File: config.mk
export PLATFORM = sky130hd
export DESIGN_NAME = wsl_ram
export DESIGN_NICKNAME = d
export VERILOG_FILES = /design/src/rtl/wsl_ram.sv
export SDC_FILE = /design/constraint.sdc
export NUM_CORES = 2
export LEC_CHECK = 0
export BUFFER_PORTS_ARGS = -buffer_cell sky130_fd_sc_hd__buf_2
export CAP_MARGIN = 20
export CORE_MARGIN = 2
export CORE_UTILIZATION = 45
export CTS_CLUSTER_SIZE = 30
export DETAILED_ROUTE_END_ITERATION = 7
export PLACE_DENSITY_LB_ADDON = 0.2
export SLEW_MARGIN = 10
export SYNTH_ARGS = -nofsm -noshare
export SYNTH_HDL_FRONTEND = slang
export SYNTH_SLANG_ARGS = --single-unit
File: constraint.sdc
create_clock -name clk -period 6.6 [get_ports clk]
set_input_delay 0.33 -clock clk [delete_from_list [all_inputs] [get_ports clk]]
set_output_delay 0.33 -clock clk [all_outputs]
set_load 0.005 [all_outputs]
File: src/rtl/wsl_ram.sv
`default_nettype none

module wsl_ram #(
  parameter int WIDTH = 48,
  parameter int DEPTH = 64
) (
  input  wire logic                     clk,
  input  wire logic                     we,
  input  wire logic [$clog2(DEPTH)-1:0] waddr,
  input  wire logic [WIDTH-1:0]         wdata,
  input  wire logic [$clog2(DEPTH)-1:0] raddr,
  output logic      [WIDTH-1:0]         rdata
);

  logic [WIDTH-1:0] mem [DEPTH];
  logic [WIDTH-1:0] rdata_r;

  always_ff @(posedge clk) begin
    if (we) begin
      mem[waddr] <= wdata;
    end
    rdata_r <= mem[raddr];
  end

  assign rdata = rdata_r;

endmodule

`default_nettype wire

==> results.rst <==
.. list-table::
   :header-rows: 1

   * - Metric
     - Value
   * - Switching share of power
     - 0.210
   * - Kind of cell with the highest combined delay on the critical path
     - compound AO/OA/AOI/OAI gates
   * - Antenna-violating nets left
     - 0
   * - Site Rows
     - 187
   * - Syn. warnings
     - 0
   * - Portion of the post-synthesis area used by sequential elements
     - 0.796
   * - Routed via count
     - 56800
   * - Length of the first detailed-routing pass in iterations
     - 6
   * - Drt wl/cell
     - 36.3 um
   * - Setup repair after global routing missed its margin
     - no
   * - Deepest level of the CTS H-tree
     - 5
   * - Cell area after layout
     - 134000 um^2
   * - Initial Util
     - 0.452
   * - Post-synth top area cell
     - sky130_fd_sc_hd__edfxtp_1
   * - Die span in x
     - 514 um
   * - Share of post-route cells with drive strength above 1
     - 0.284
   * - Number of antenna violations at the first check in global routing
     - 28
   * - Most frequent cell after synthesis
     - sky130_fd_sc_hd__edfxtp_1
   * - Wire length of the first global-routing pass
     - 453000 um
   * - Buf+Inv Stages, Crit Path
     - 2
   * - Switching power summed over all nets
     - between 8 and 9 mW
   * - Skew-Pair Late Insertion Delay
     - 940 ps
   * - Netlist area before placement
     - ~120000 um^2
   * - Overall die height
     - 514 um
   * - Number of nets in the layout
     - 5419
   * - Total grt overflow
     - 0
   * - Share of Yosys cell area claimed by the top area cell type
     - 0.788
   * - Hold/Removal Path Class
     - input pin to flop
   * - Fmax
     - 0.349 GHz
   * - Actual slew at the worst max-slew pin
     - ~1200 ps
   * - Io pins
     - 110
   * - LEAKAGE
     - 41.4 nW
   * - Met3 Routed Length
     - 26500 um
   * - Maximum number of pins on one net before global-route repair
     - between 100 and 150
   * - Cell Chain, Critical Path
     - buf_12 -> buf_12 -> mux4_2 -> a22o_1 -> a221oi_1 -> a221oi_1
   * - Uppermost signal routing layer after detailed routing
     - met5
   * - Setup violations, final
     - 0
   * - Master cell of the clock root buffer
     - sky130_fd_sc_hd__clkbuf_16
   * - Starting DRT DRC Count
     - 7886
   * - Clock slew at reported path FFs
     - 60 ps
   * - Required time of the critical path
     - 7360 ps
   * - Via/cell ratio
     - 6.30
   * - Critical path class
     - input pin to flop
   * - Number of hold violations in the final report
     - 0
   * - Post-DP HPWL
     - about 170000 um
   * - DP Area
     - 123000 um^2
   * - Area of the die
     - 264000 um^2
   * - Number of gates resized after CTS
     - 0
   * - Number of sinks handled by clock tree synthesis
     - between 3000 and 4000
   * - Total negative slack for setup checks
     - 0 ps
   * - TritonCTS clock tree
     - yes
   * - Number of DRC violations after detailed routing
     - 0
   * - Post-synth cell types
     - 36
   * - Max stage delay cell, worst path
     - sky130_fd_sc_hd__a221oi_1
   * - Placer Congestion
     - 0.794
   * - Critical path endpoint category
     - flop
   * - Layout overhead on the synthesized area
     - 14.1%
   * - Area contributors post-synth
     - sky130_fd_sc_hd__edfxtp_1 79%, sky130_fd_sc_hd__mux4_2 14%, sky130_fd_sc_hd__dfxtp_1 0.82%, sky130_fd_sc_hd__o22ai_1 0.65%, sky130_fd_sc_hd__a221oi_1 0.62%
   * - Max IR drop VDD
     - 0.299 mV
   * - Number of register bits inferred by synthesis
     - around 3100
   * - Count of mapped cells out of synthesis
     - 4970
   * - Aggregate global-route resource usage
     - 0.247
   * - Sequential power share
     - 0.531
   * - Worst path max stage delay
     - around 850 ps
   * - Area inside the core boundary
     - 259000 um^2
   * - Detailed-route wire length
     - 328000 um
   * - Async set-or-reset flop fraction in the synthesized netlist
     - 0
   * - Power per unit of standard cell area
     - about 310 nW/um^2
   * - Routed wl met2
     - about 160000 um
   * - Inserted Clock Buffers
     - about 330
   * - Number of buffer cells added on primary ports
     - 109
   * - Clock Path Buffers
     - 4
   * - Final Critical Period
     - 2870 ps
   * - Max_cap viols
     - 0
   * - Nature of the critical path startpoint
     - input pin
   * - Outcome
     - finished clean
   * - Arrival time at the worst endpoint
     - approximately 3600 ps
   * - Pins over their slew limit
     - 0
   * - Synthesized area divided by synthesized cell count
     - 23.6 um^2
   * - Worst slew margin relative to its limit
     - 0.195
   * - EDFF count, synth
     - 3072
   * - List of most frequent post-synthesis cells
     - 3072 x sky130_fd_sc_hd__edfxtp_1, 754 x sky130_fd_sc_hd__mux4_2, 132 x sky130_fd_sc_hd__nor2_1
   * - CP max FO
     - between 80 and 90
   * - Via count of the first global-routing pass
     - 56500
   * - Final period utilization
     - 0.434
   * - Clock share of power
     - 0.422
   * - Met1 wire length
     - 132000 um
   * - Logic pwr share
     - 0.047
   * - Internal power of the cells
     - 32.8 mW
   * - Skew final
     - between 40 and 50 ps
   * - Net count of the mapped netlist
     - 5032
   * - Prevailing post-synth register cell
     - sky130_fd_sc_hd__edfxtp_1
## stage by stage
step | utilization | power, mW | worst slack [ps] | hold WS [ps] | std cells
floorplan | - | 23.4 | 1990 | 429 | 4970
global placement | 0.472 | 24.3 | 2760 | 722 | 8363
detailed placement | 0.473 | 24.4 | 2760 | 730 | 8366
CTS | 0.511 | 41.7 | 3750 | 48.4 | 8940
global route | 0.515 | 42.6 | 3640 | 79.3 | 9006
finish | 0.515 | 41.5 | 3730 | 88.5 | 9014
## sequential cells by signal, summed over array words and instances (netlist names)
register / flops
mem: 3072
rdata: 48
## worst paths after layout
| path | startpoint | cells past startpoint | slack, ps | endpoint |
|---|---|---|---|---|
| setup reg to reg | mem[24][43] | 4 | 4270 | rdata[43] |
| hold reg to reg | mem[58][20] | 4 | 790 | rdata[20] |
| setup / recovery | raddr[0] | 6 | 3730 | rdata[43] |
| hold / removal | wdata[34] | 2 | 90 | mem[18][34] |
## cell usage in the layout, fill, tap and decap left out, types with 5 or more instances in the layout
| cell type | Yosys | layout |
|---|---|---|
| sky130_fd_sc_hd__edfxtp_1 | 3072 | 3072 |
| sky130_fd_sc_hd__mux4_2 | 754 | 754 |
| sky130_fd_sc_hd__clkbuf_16 | 0 | 336 |
| sky130_fd_sc_hd__buf_4 | 62 | 148 |
| sky130_fd_sc_hd__o22ai_1 | 122 | 122 |
| sky130_fd_sc_hd__buf_2 | 98 | 104 |
| sky130_fd_sc_hd__a221oi_1 | 83 | 83 |
| sky130_fd_sc_hd__clkinv_1 | 0 | 75 |
| sky130_fd_sc_hd__a21oi_1 | 74 | 74 |
| sky130_fd_sc_hd__a22oi_1 | 72 | 72 |
| sky130_fd_sc_hd__nor2_1 | 132 | 68 |
| sky130_fd_sc_hd__clkbuf_1 | 98 | 67 |
| sky130_fd_sc_hd__nor2_4 | 0 | 64 |
| sky130_fd_sc_hd__mux2i_1 | 63 | 63 |
| sky130_fd_sc_hd__a22o_1 | 57 | 57 |
| sky130_fd_sc_hd__clkinv_2 | 0 | 55 |
| sky130_fd_sc_hd__nand2_1 | 55 | 53 |
| sky130_fd_sc_hd__buf_12 | 0 | 48 |
| sky130_fd_sc_hd__dfxtp_1 | 48 | 48 |
| sky130_fd_sc_hd__dlygate4sd3_1 | 0 | 33 |
| sky130_fd_sc_hd__a211oi_1 | 32 | 32 |
| sky130_fd_sc_hd__o221ai_1 | 28 | 28 |
| sky130_fd_sc_hd__nor2b_1 | 24 | 20 |
| sky130_fd_sc_hd__bufinv_16 | 0 | 20 |
| sky130_fd_sc_hd__mux2_2 | 12 | 12 |
| sky130_fd_sc_hd__a311oi_1 | 11 | 11 |
| sky130_fd_sc_hd__diode_2 | 0 | 10 |
| sky130_fd_sc_hd__nand2b_1 | 10 | 8 |
| sky130_fd_sc_hd__clkbuf_8 | 0 | 7 |
| sky130_fd_sc_hd__nand3_1 | 7 | 6 |
| sky130_fd_sc_hd__inv_6 | 0 | 6 |
| sky130_fd_sc_hd__nand3b_1 | 5 | 5 |
| sky130_fd_sc_hd__a31o_2 | 5 | 5 |
| sky130_fd_sc_hd__buf_16 | 0 | 5 |
## power by group through the flow
stage / sequential, mW / combinational (mW) / clock (mW)
2_1_floorplan: 22.4 / 1.05 / 0
3_3_place_gp: 22.5 / 1.87 / 0
3_5_place_dp: 22.5 / 1.90 / 0
4_1_cts: 22.0 / 1.90 / 17.8
5_1_grt: 22.0 / 2.07 / 18.5
6_report: 22.0 / 1.95 / 17.5
## layer usage
layer / vias up / track usage
met4: 10 / 0.0612
met1: 31300 / 0.347
met2: 2705 / 0.404
met3: 517 / 0.0421
li1: 22300 / -
met5: - / 0
## logic make-up (layout without fill, tap and decap cells)
group / after synthesis / after routing / share of synthesized area
DFF: 3120 / 3120 / 0.796
muxes: 829 / 829 / 0.152
AOI/OAI and AO/OA: 486 / 486 / 0.0302
buffers and inverters: 282 / 914 / 0.0128
and+or+nand+nor: 253 / 253 / 0.00957
other: 0 / 10 / 0
## worst reg2reg max path, delay by kind of cell, from the launching register on
family	cells	cell delay, ps
AOI/OAI and AO/OA	3	1320
DFF	1	380
muxes	1	460
## repair_timing
action                                 in CTS  in global routing
endpoints found under the hold margin       0                795
buffers inserted                            0                  0
hold buffers                                0                 33
## final cells by class
class | count | area (um^2)
Timing Repair Buffer | 340 | 3090
Antenna cell | 10 | 25.0
Tap cell | 3402 | 4260
Multi-Input combinational cell | 1568 | 22900
Sequential cell | 3120 | 93200
Clock buffer | 410 | 8760
Clock inverter | 164 | 1290
Fill cell | 20100 | 126000
Note: power is estimated with default switching activity, not from simulation.
